[src/design/rtce_pkg.sv]
package rtce_pkg;

    typedef enum logic [1:0] {
        MODE_SET      = 2'd0,
        MODE_READ     = 2'd1,
        MODE_OVERFLOW = 2'd2,
        MODE_TICK     = 2'd3
    } mode_t;

    typedef enum logic {
        CFG_RATE   = 1'b0,
        CFG_UPDATE = 1'b1
    } cfg_index_t;

    typedef enum logic [2:0] {
        ST_IDLE,
        ST_DIV_INT,
        ST_MUL,
        ST_DIV_FRAC,
        ST_FINISH
    } state_t;

    localparam int SEC_W     = 40;
    localparam int NS_W      = 30;
    localparam int CNT_W     = 32;
    localparam int SPAN_W    = CNT_W + 1;
    localparam int RATE_W    = 16;
    localparam int PROD_W    = RATE_W + NS_W;
    localparam int STEP_W    = 6;

    localparam logic [STEP_W-1:0] INT_STEPS  = STEP_W'(SPAN_W);
    localparam logic [STEP_W-1:0] FRAC_STEPS = STEP_W'(PROD_W);

    localparam logic [NS_W-1:0]   NS_PER_SECOND = NS_W'(1000000000);
    localparam logic [RATE_W-1:0] RATE_RESET    = RATE_W'(32000);
    localparam logic [SPAN_W-1:0] WRAP_COUNTS   = {1'b1, {CNT_W{1'b0}}};

    typedef struct packed {
        logic load;
        logic div_step;
        logic mul;
        logic finish;
    } ctrl_cmd_t;

    typedef struct packed {
        logic long_op;
        logic out_free;
    } dp_status_t;

endpackage

[src/design/rtce_ctrl.sv]
module rtce_ctrl
    import rtce_pkg::*;
(
    input  logic       aclk,
    input  logic       aresetn,
    input  logic       s_valid,
    output logic       s_ready,
    input  dp_status_t status,
    output ctrl_cmd_t  cmd
);

    state_t            state_reg, state_next;
    logic [STEP_W-1:0] step_reg, step_next;

    always_ff @(posedge aclk) begin
        if (!aresetn) begin
            state_reg <= ST_IDLE;
            step_reg  <= '0;
        end else begin
            state_reg <= state_next;
            step_reg  <= step_next;
        end
    end

    always_comb begin
        state_next = state_reg;
        step_next  = step_reg;
        case (state_reg)
            ST_IDLE: begin
                step_next = '0;
                if (s_valid) begin
                    state_next = status.long_op ? ST_DIV_INT : ST_FINISH;
                end
            end
            ST_DIV_INT: begin
                if (step_reg == INT_STEPS - 1'b1) begin
                    state_next = ST_MUL;
                    step_next  = '0;
                end else begin
                    step_next = step_reg + 1'b1;
                end
            end
            ST_MUL: begin
                state_next = ST_DIV_FRAC;
                step_next  = '0;
            end
            ST_DIV_FRAC: begin
                if (step_reg == FRAC_STEPS - 1'b1) begin
                    state_next = ST_FINISH;
                    step_next  = '0;
                end else begin
                    step_next = step_reg + 1'b1;
                end
            end
            ST_FINISH: begin
                if (status.out_free) begin
                    state_next = ST_IDLE;
                end
            end
            default: begin
                state_next = ST_IDLE;
                step_next  = '0;
            end
        endcase
    end

    always_comb begin
        cmd     = '0;
        s_ready = 1'b0;
        case (state_reg)
            ST_IDLE: begin
                s_ready  = 1'b1;
                cmd.load = s_valid;
            end
            ST_DIV_INT:  cmd.div_step = 1'b1;
            ST_MUL:      cmd.mul      = 1'b1;
            ST_DIV_FRAC: cmd.div_step = 1'b1;
            ST_FINISH:   cmd.finish   = status.out_free;
            default: begin
                cmd     = '0;
                s_ready = 1'b0;
            end
        endcase
    end

endmodule

[src/design/rtce_datapath.sv]
module rtce_datapath
    import rtce_pkg::*;
(
    input  logic              aclk,
    input  logic              aresetn,
    input  logic              cfg_we,
    input  logic              cfg_index,
    input  logic [RATE_W-1:0] cfg_wdata,
    input  logic [1:0]        s_mode,
    input  logic [CNT_W-1:0]  s_counter_value,
    input  logic [SEC_W-1:0]  s_set_seconds,
    input  logic [NS_W-1:0]   s_set_nanoseconds,
    output logic              m_valid,
    input  logic              m_ready,
    output logic [SEC_W-1:0]  m_time_seconds,
    output logic [NS_W-1:0]   m_time_nanoseconds,
    output logic              m_second_elapsed,
    input  ctrl_cmd_t         cmd,
    output dp_status_t        status
);

    // configuration
    logic [RATE_W-1:0] rate_reg;
    logic              update_enable_reg;

    // held time state
    logic [SEC_W-1:0]  base_s_reg;
    logic [NS_W-1:0]   base_ns_reg;
    logic [CNT_W-1:0]  snapshot_reg;
    logic              wrapped_reg;
    logic [RATE_W-1:0] tick_reg;

    // latched item
    mode_t             mode_reg;
    logic [CNT_W-1:0]  cnt_reg;
    logic [SEC_W-1:0]  set_s_reg;
    logic [NS_W-1:0]   set_ns_reg;

    // divider
    logic [PROD_W-1:0] quo_reg;
    logic [RATE_W-1:0] rem_reg;
    logic [SPAN_W-1:0] whole_reg;

    // result
    logic              m_valid_reg;
    logic [SEC_W-1:0]  out_s_reg;
    logic [NS_W-1:0]   out_ns_reg;
    logic              out_flag_reg;
    logic [SEC_W-1:0]  out_s_next;
    logic [NS_W-1:0]   out_ns_next;
    logic              out_flag_next;

    logic [RATE_W-1:0] rate_eff;
    mode_t             in_mode;
    logic [CNT_W-1:0]  start;
    logic [SPAN_W-1:0] counts;
    logic [RATE_W:0]   shifted;
    logic [RATE_W:0]   diff;
    logic              ge;
    logic [NS_W:0]     ns_sum;
    logic              ns_carry;
    logic [NS_W-1:0]   calc_ns;
    logic [SEC_W-1:0]  calc_s;
    logic              set_fix;
    logic [NS_W-1:0]   load_ns;
    logic [SEC_W-1:0]  load_s;
    logic [RATE_W-1:0] tick_inc;
    logic              tick_wrap;

    assign rate_eff = (rate_reg == '0) ? RATE_W'(1) : rate_reg;
    assign in_mode  = mode_t'(s_mode);

    // after a wrap the base already covers every count up to it
    assign start  = wrapped_reg ? '0 : snapshot_reg;
    assign counts = (in_mode == MODE_OVERFLOW)
                  ? WRAP_COUNTS - {1'b0, start}
                  : {1'b0, s_counter_value - start};

    assign shifted = {rem_reg, quo_reg[PROD_W-1]};
    assign diff    = shifted - {1'b0, rate_eff};
    assign ge      = shifted >= {1'b0, rate_eff};

    assign ns_sum   = {1'b0, quo_reg[NS_W-1:0]} + {1'b0, base_ns_reg};
    assign ns_carry = ns_sum >= {1'b0, NS_PER_SECOND};
    assign calc_ns  = ns_carry ? NS_W'(ns_sum - {1'b0, NS_PER_SECOND}) : ns_sum[NS_W-1:0];
    assign calc_s   = base_s_reg + SEC_W'(whole_reg) + SEC_W'(ns_carry);

    assign set_fix  = set_ns_reg >= NS_PER_SECOND;
    assign load_ns  = set_fix ? set_ns_reg - NS_PER_SECOND : set_ns_reg;
    assign load_s   = set_s_reg + SEC_W'(set_fix);

    assign tick_inc  = tick_reg + 1'b1;
    assign tick_wrap = (tick_reg == '1) || (tick_inc >= rate_eff);

    assign status.long_op  = (in_mode == MODE_READ) || (in_mode == MODE_OVERFLOW);
    assign status.out_free = !m_valid_reg || m_ready;

    always_comb begin
        out_s_next    = base_s_reg;
        out_ns_next   = base_ns_reg;
        out_flag_next = 1'b0;
        case (mode_reg)
            MODE_SET: begin
                out_s_next  = load_s;
                out_ns_next = load_ns;
            end
            MODE_READ, MODE_OVERFLOW: begin
                out_s_next  = calc_s;
                out_ns_next = calc_ns;
            end
            MODE_TICK: begin
                out_flag_next = update_enable_reg && tick_wrap;
            end
            default: begin
                out_flag_next = 1'b0;
            end
        endcase
    end

    always_ff @(posedge aclk) begin
        if (!aresetn) begin
            rate_reg          <= RATE_RESET;
            update_enable_reg <= 1'b0;
        end else if (cfg_we) begin
            case (cfg_index_t'(cfg_index))
                CFG_RATE:   rate_reg          <= cfg_wdata;
                CFG_UPDATE: update_enable_reg <= cfg_wdata[0];
                default:    rate_reg          <= rate_reg;
            endcase
        end
    end

    always_ff @(posedge aclk) begin
        if (cmd.load) begin
            mode_reg   <= in_mode;
            cnt_reg    <= s_counter_value;
            set_s_reg  <= s_set_seconds;
            set_ns_reg <= s_set_nanoseconds;
            quo_reg    <= {counts, {(PROD_W-SPAN_W){1'b0}}};
            rem_reg    <= '0;
        end else if (cmd.div_step) begin
            quo_reg <= {quo_reg[PROD_W-2:0], ge};
            rem_reg <= ge ? diff[RATE_W-1:0] : shifted[RATE_W-1:0];
        end else if (cmd.mul) begin
            whole_reg <= quo_reg[SPAN_W-1:0];
            quo_reg   <= PROD_W'(rem_reg) * PROD_W'(NS_PER_SECOND);
            rem_reg   <= '0;
        end
    end

    always_ff @(posedge aclk) begin
        if (!aresetn) begin
            base_s_reg   <= '0;
            base_ns_reg  <= '0;
            snapshot_reg <= '0;
            wrapped_reg  <= 1'b0;
            tick_reg     <= '0;
            m_valid_reg  <= 1'b0;
        end else begin
            if (cmd.finish) begin
                m_valid_reg  <= 1'b1;
                out_s_reg    <= out_s_next;
                out_ns_reg   <= out_ns_next;
                out_flag_reg <= out_flag_next;
                case (mode_reg)
                    MODE_SET: begin
                        base_s_reg   <= load_s;
                        base_ns_reg  <= load_ns;
                        snapshot_reg <= cnt_reg;
                        wrapped_reg  <= 1'b0;
                    end
                    MODE_OVERFLOW: begin
                        base_s_reg  <= calc_s;
                        base_ns_reg <= calc_ns;
                        wrapped_reg <= 1'b1;
                    end
                    MODE_TICK: begin
                        if (update_enable_reg) begin
                            tick_reg <= tick_wrap ? '0 : tick_inc;
                        end
                    end
                    default: begin
                    end
                endcase
            end else if (m_valid_reg && m_ready) begin
                m_valid_reg <= 1'b0;
            end
        end
    end

    assign m_valid            = m_valid_reg;
    assign m_time_seconds     = out_s_reg;
    assign m_time_nanoseconds = out_ns_reg;
    assign m_second_elapsed   = out_flag_reg;

endmodule

[src/design/rtc_counter_time_extend_unit.sv]
// Extends a free-running 32-bit counter into epoch seconds and nanoseconds. Each item
// (set time, read time, counter overflow or tick) gives exactly one result item. Items
// are taken one at a time. Set and tick go from the load step straight to finish; read
// and overflow load, run 33 steps of a bit-per-cycle divider for whole seconds, one
// multiply by 10^9 and 46 divider steps for the nanosecond fraction, then finish by
// adding into the base. The shared radix-2 divider sets the length of these two. The
// result sits in an output register until taken; the next item is accepted once the
// block is back in idle. Configuration is written through cfg_we/cfg_index/cfg_wdata;
// the user must write it only while no item is in progress (the block does not enforce
// this): index 0 is counts_per_second (0 acts as 1), index 1 is update_enable.
module rtc_counter_time_extend_unit
    import rtce_pkg::*;
(
    input  logic              aclk,
    input  logic              aresetn,
    input  logic              cfg_we,
    input  logic              cfg_index,
    input  logic [RATE_W-1:0] cfg_wdata,
    input  logic              s_valid,
    output logic              s_ready,
    input  logic [1:0]        s_mode,
    input  logic [CNT_W-1:0]  s_counter_value,
    input  logic [SEC_W-1:0]  s_set_seconds,
    input  logic [NS_W-1:0]   s_set_nanoseconds,
    output logic              m_valid,
    input  logic              m_ready,
    output logic [SEC_W-1:0]  m_time_seconds,
    output logic [NS_W-1:0]   m_time_nanoseconds,
    output logic              m_second_elapsed
);

    ctrl_cmd_t  cmd;
    dp_status_t status;

    rtce_ctrl u_ctrl (
        .aclk    (aclk),
        .aresetn (aresetn),
        .s_valid (s_valid),
        .s_ready (s_ready),
        .status  (status),
        .cmd     (cmd)
    );

    rtce_datapath u_datapath (
        .aclk               (aclk),
        .aresetn            (aresetn),
        .cfg_we             (cfg_we),
        .cfg_index          (cfg_index),
        .cfg_wdata          (cfg_wdata),
        .s_mode             (s_mode),
        .s_counter_value    (s_counter_value),
        .s_set_seconds      (s_set_seconds),
        .s_set_nanoseconds  (s_set_nanoseconds),
        .m_valid            (m_valid),
        .m_ready            (m_ready),
        .m_time_seconds     (m_time_seconds),
        .m_time_nanoseconds (m_time_nanoseconds),
        .m_second_elapsed   (m_second_elapsed),
        .cmd                (cmd),
        .status             (status)
    );

endmodule

[config.mk]
export PLATFORM = sky130hd
export DESIGN_NAME = rtc_counter_time_extend_unit
export DESIGN_NICKNAME = d
export VERILOG_FILES = /design/src/design/rtce_pkg.sv /design/src/design/rtce_ctrl.sv /design/src/design/rtce_datapath.sv /design/src/design/rtc_counter_time_extend_unit.sv
export SDC_FILE = /design/constraint.sdc
export NUM_CORES = 2
export LEC_CHECK = 0
export ABC_CLOCK_PERIOD_IN_PS = 8100
export BUFFER_PORTS_ARGS = -buffer_cell sky130_fd_sc_hd__clkbuf_2
export CORE_MARGIN = 2
export CORE_UTILIZATION = 50
export CTS_CLUSTER_DIAMETER = 40
export DETAILED_ROUTE_END_ITERATION = 12
export GPL_TIMING_DRIVEN = 0
export PLACE_DENSITY = 0.68
export SETUP_SLACK_MARGIN = 0.15
export SKIP_CTS_REPAIR_TIMING = 1
export SLEW_MARGIN = 10
export SYNTH_ARGS = -nofsm -noshare
export SYNTH_HDL_FRONTEND = slang
export SYNTH_HIERARCHICAL = 1
export SYNTH_SLANG_ARGS = --single-unit
[constraint.sdc]
create_clock -name aclk -period 8.1 [get_ports aclk]
set_input_delay 0.81 -clock aclk [delete_from_list [all_inputs] [get_ports aclk]]
set_output_delay 0.81 -clock aclk [all_outputs]
set_load 0.02 [all_outputs]
Yosys cells after proc, flatten, opt, wreduce, memory -nomap -nowiden. Cells that the tools add are included.

Flip-flop bits (word level): 416.

Bitwise logic cells: 3. Add/subtract/negate cells: 11. Reductions and logical operators: 23. Multiplexer cells: 33. Multiply operators: 1. Order comparisons: 4. Equality and inequality tests: 16.

Operators by type and width (count): case mux 40 bit (2 select lines) (2); 2-to-1 mux 46 bit (3); case mux 30 bit (2 select lines) (2); adder 40 x 1 -> 40 bit (2); 2-to-1 mux 16 bit (5); 2-to-1 mux 30 bit (2); subtractor 30 bit, second input constant (2); adder 40 x 33 -> 40 bit (1); multiplier 16 x 21 -> 37 bit, second input constant (1); 2-to-1 mux 33 bit (1); subtractor 33 x 32 -> 33 bit, first input constant (1); 2-to-1 mux 32 bit (1); subtractor 32 bit (1); adder 30 x 30 -> 31 bit (1); greater-or-equal comparator 31 x 30 -> 1 bit, second input constant (1); greater-or-equal comparator 30 bit, second input constant (1); case mux 6 bit (3 select lines) (1); greater-or-equal comparator 17 x 16 -> 1 bit (1); adder 16 x 1 -> 16 bit, second input constant (1); equality test 16 bit, second input constant (1); greater-or-equal comparator 16 bit (1); zero test 16 bit (1); subtractor 16 bit (1); 2-to-1 mux 3 bit (5); other kinds (25) (52).

Longest topological paths before layout.
Depth in word-level cells: 5. Mapped depth: 29. Gate-level depth less buffers: 29.

Hierarchy. Netlist, hierarchy kept.

Modules (own cells, without submodules): rtce_datapath (area each 31629.1 sq um, seq. area each 10560.1 sq um, cells an instance 3404, times used 1); rtce_ctrl (area each 629.4 sq um, seq. area each 180.2 sq um, cells an instance 74, times used 1).

Worst setup path after synthesis. OpenSTA, ideal clock, no wires.

Path kind: register -> register. Start point: reg u_datapath.base_ns_reg[6]. End point: reg u_datapath.out_s_reg[38], in the netlist u_datapath/m_time_seconds[38] (data pin). Cell stages (with the launch flop): 29. Path buffers: 0. Arrival: 6.211 ns. Path slack: 1.628 ns. Clock period less this slack: 6.472 ns. Cells stage by stage: dfxtp_1 > ha_1 > a2111oi_0 > o21a_1 > or3b_1 > nor3b_1 > or2_2 > ha_1 > inv_1 > o2111ai_1 > o211ai_1 > a311oi_2 > nor3_2 > o41a_1 > o21ai_4 > inv_2 > fa_1 > fa_1 > a21o_1 > a21oi_1 > o21bai_1 > o21ai_0 > a31oi_1 > and4_1 > o211ai_1 > a21boi_1 > nand2_1 > nor3_1 > a221o_1.

Word-level cells in the longest chain between the ends: 4.

Ends and longest elaborated chain: from (decl) (RTL line rtce_datapath.sv:28) `logic [NS_W-1:0] base_ns_reg;`; from (signal assigned) (RTL line rtce_datapath.sv:168) `base_ns_reg <= load_ns;`; from (signal assigned) (RTL line rtce_datapath.sv:174) `base_ns_reg <= calc_ns;`; adder 30 x 30 -> 31 bit (RTL line rtce_datapath.sv:83) `assign ns_sum = {1'b0, quo_reg[NS_W-1:0]} + {1'b0, base_ns_reg};`; greater-or-equal comparator 31 x 30 -> 1 bit (RTL line rtce_datapath.sv:84) `assign ns_carry = ns_sum >= {1'b0, NS_PER_SECOND};`; adder 40 x 1 -> 40 bit (RTL line rtce_datapath.sv:86) `assign calc_s = base_s_reg + SEC_W'(whole_reg) + SEC_W'(ns_carry);`; case mux 40 bit (2 select lines) (RTL line rtce_datapath.sv:102) `case (mode_reg)`; via u_datapath.out_s_next[38] (RTL line rtce_datapath.sv:49) `logic [SEC_W-1:0] out_s_next;`; to (signal assigned) (RTL line rtce_datapath.sv:162) `out_s_reg <= out_s_next;`; to (decl) (RTL line rtce_datapath.sv:46) `logic [SEC_W-1:0] out_s_reg;`.

The timed path passes the listed nets, and every way through them passes these cells. A chain may end at the register's enable or synchronous reset.

Final worst setup path.
Start point: reg u_datapath.quo_reg[0]. End point: reg u_datapath.out_s_reg[28], in the netlist u_datapath/m_time_seconds[28] (data pin).

Word-level cells in the longest chain between the ends: 4.

Ends and longest elaborated chain: from (decl) (RTL line rtce_datapath.sv:40) `logic [PROD_W-1:0] quo_reg;`; from (signal assigned) (RTL line rtce_datapath.sv:139) `quo_reg <= {counts, {(PROD_W-SPAN_W){1'b0}}};`; from (signal assigned) (RTL line rtce_datapath.sv:142) `quo_reg <= {quo_reg[PROD_W-2:0], ge};`; from (signal assigned) (RTL line rtce_datapath.sv:146) `quo_reg <= PROD_W'(rem_reg) * PROD_W'(NS_PER_SECOND);`; adder 30 x 30 -> 31 bit (RTL line rtce_datapath.sv:83); greater-or-equal comparator 31 x 30 -> 1 bit (RTL line rtce_datapath.sv:84); adder 40 x 1 -> 40 bit (RTL line rtce_datapath.sv:86); case mux 40 bit (2 select lines) (RTL line rtce_datapath.sv:102); via u_datapath.out_s_next[28] (RTL line rtce_datapath.sv:49).

The timed path passes the listed nets, and every way through them passes these cells.

==> impl_metrics.yaml <==
placement:
  place_ws_ns: -0.144
  dp_cells: 4535
  dp_hpwl_mm: 82.2
  port_buffers: 198
  gp_congestion: 0.997
sta:
  tightest_slew_ns: 1.45
  finalSetupViolations: 0
  drv_slew: 0
  tns_ns: 0
  fin_crit_ns: 7.70
  rsz0062_at_grt: "yes"
  final_hold_viol_count: 0
  final.period_utilization_pct: 95.0
  worst_slack_ns: 0.404
  relSlewSlack_pct: 3.07
  fmax_mhz: 130
  fin_skew_ns: 0.0586
floorplan:
  start_util_pct: 50.3
  core_area_um2: 64100
  dieArea_um2: 66600
  ios: 199
  die_h_um: 258
  die_w_um: 258
  placementRows: 93
pwr:
  combPwrFrac_pct: 23.1
  clockPowerShare_pct: 41.3
  p_switching_mw: 2.50
  seq_power_share_pct: 35.6
  power_leakage_nw: 16.1
  power.share.switching_pct: 34.0
  p_per_area_nw_per_um2: 199
  ir_drop_v: 0.000150
  cellInternalPower_mw: 4.85
detailed_routing:
  routed_wl_mm: 106
  first_pass_iters: 7
  num_vias: 28511
  drtIter0Drc: 2609
  via_per_inst: 6.10
  wl_per_cell_um: 22.7
  drc: 0
  antenna_left: 0
critical_path:
  critPathBufInv: 2
  reg2reg_to: "u_datapath/m_time_seconds[28]"
  slowest_delay_ns: 0.58
  path_common_cell: "fa_1"
  cp.required_ns: 8.40
  cp_max_fo: 9
  reg2reg_slack_ns: 0.40
  start_kind: "flop"
  cp-startpoint: "u_datapath/quo_reg[0]"
  r2r-start: "u_datapath/quo_reg[0]"
  crit_cells: 26
  worst_path_max_delay_cell: "o41ai_4"
  path_class: "reg2reg"
  arrival_ns: 8.00
  cp-endpoint: "u_datapath/m_time_seconds[28]"
  r2r_cells: 26
  cp-end-kind: "flop"
  path_delay_family: "compound AO/OA/AOI/OAI gates"
finish:
  area_growth_pct: 14.7
  postLayoutCoreUtil_pct: 57.7
  num-nets-final: 4307
  largest_reg_flops: 46
  drive_gt1_share_pct: 11.2
  fin_cells: 4674
synth:
  synth-async-reset-ratio_pct: 0
  syn-cell-area_um2: 32300
  netlist_instances: 3478
  ys_seq_elements: 416
  synth_edf_count: 241
  synth_cell_types: 108
  seq_area_frac_synth_pct: 33.3
  synth.avg_cell_area_um2: 9.27
  ys_warn_count: 6
  synthFlopType: "edfxtp_1"
  ys_top_cells_by_area: "edfxtp_1 (22%), ha_1 (11%), dfxtp_1 (11%)"
  syn-num-nets: 4025
  synth_top_cell_by_area: "edfxtp_1"
  yosys-top-cells-count: "nand2_1 (396), ha_1 (284), edfxtp_1 (241)"
  synth.top_cell.area_share_pct: 22.4
  synth_most_common_cell: "nand2_1"
clocking:
  htree_levels: 3
  cts_tree: "yes"
  cts_buffers: 71
  cts_sinks: 416
  cts_buffer_depth: 3
  clkSlewWorstSetupHoldPaths_ns: 0.06
  cts_root_buf: "clkbuf_16"
  clkLatencyLatePin_ns: 0.63
grt:
  grt_overflow: 0
  grt_max_degree: 56
  grt_pass1_vias: 27358
  antenna_found_initial: 1
  groute.usage.overall_pct: 31.5
  grt_pass1_wl_mm: 161
run:
  maxCapViolCount: 0
worst_hold_path:
  hp-class: "in2reg"
  min_from: "s_set_seconds[13]"
run_status:
  outcome: "complete, no violations"
==> logic make-up (layout without fill, tap and decap cells) <==
group / Yosys count / in the layout / share of synthesized area (%)
DFF: 416 / 416 / 33.3
and+or+nand+nor: 1001 / 1001 / 14.5
xor gates and xnor gates: 190 / 190 / 5.18
buffers and inverters: 384 / 724 / 4.63
other: 0 / 1 / 0
adders and majority gates: 421 / 421 / 19.5
muxes: 38 / 38 / 1.19
AOI/OAI and AO/OA: 1028 / 1028 / 21.6
==> worst min-delay path by stage <==
stage | slack (ns) | cells past startpoint | to
final | 0.34 | 1 | u_datapath/set_s_reg[13]
after global routing | 0.32 | 1 | u_datapath/set_s_reg[11]
after CTS | 0.31 | 1 | u_datapath/set_s_reg[5]
after detailed placement | 0.44 | 2 | u_datapath/snapshot_reg[27]
after global placement | 0.44 | 2 | u_datapath/snapshot_reg[27]
after floorplan | 0.43 | 0 | u_datapath/whole_reg[30]
==> per-layer routing <==
layer  routed length (µm)  track usage, %
met3                 8380            5.31
met4                 5880            16.4
met2                49500            52.0
met1                42500            39.6
met5                    0               0
==> layout by cell type (no fill, tap or decap), types with 15 or more instances in the layout <==
cell         n
nand2_1    396
ha_1       282
edfxtp_1   241
inv_1      234
a21oi_1    233
o21ai_0    217
nor2_1     202
clkbuf_2   199
dfxtp_1    170
fa_1       137
clkbuf_1   126
xnor2_1    121
a21o_1     110
nand3_1     80
clkbuf_16   71
nor3_1      68
xor2_1      66
a22oi_1     50
a211oi_1    39
and3_1      38
nor2b_1     35
o211ai_1    35
mux2i_1     34
a31oi_1     32
o22ai_1     31
nand2b_1    30
o21a_1      27
nand4_1     27
and2_1      25
or3_1       23
o21bai_1    18
or2_2       16
a21boi_0    16
a222oi_1    15
==> power groups by stage <==
stage	clock, mW	sequential [mW]	combinational, mW
2_1_floorplan	0	2.60	1.10
3_3_place_gp	0	2.67	1.62
3_5_place_dp	0	2.65	1.63
4_1_cts	3.07	2.61	1.64
5_1_grt	3.17	2.62	1.83
6_report	3.04	2.62	1.70
==> final cells by class <==
type / count / area, µm²
antenna: 1 / 2.50
buffer: 145 / 598
clock buffer: 81 / 1840
clock inverter: 50 / 596
fill: 5721 / 27100
inverter: 239 / 897
multi-input combinational: 2678 / 20100
sequential: 416 / 10700
tap: 855 / 1070
timing repair buffer: 209 / 1130
==> per-stage QoR <==
| step | cell area (µm²) | power, mW | hold WS, ns |
|---|---|---|---|
| after floorplan | 32300 | 3.70 | 0.427 |
| after global placement | 34300 | 4.28 | 0.439 |
| after detailed placement | 34400 | 4.28 | 0.443 |
| after CTS | 36900 | 7.33 | 0.310 |
| after global routing | 37000 | 7.63 | 0.322 |
| final | 37000 | 7.35 | 0.339 |
(Power assumes the default switching activity.)
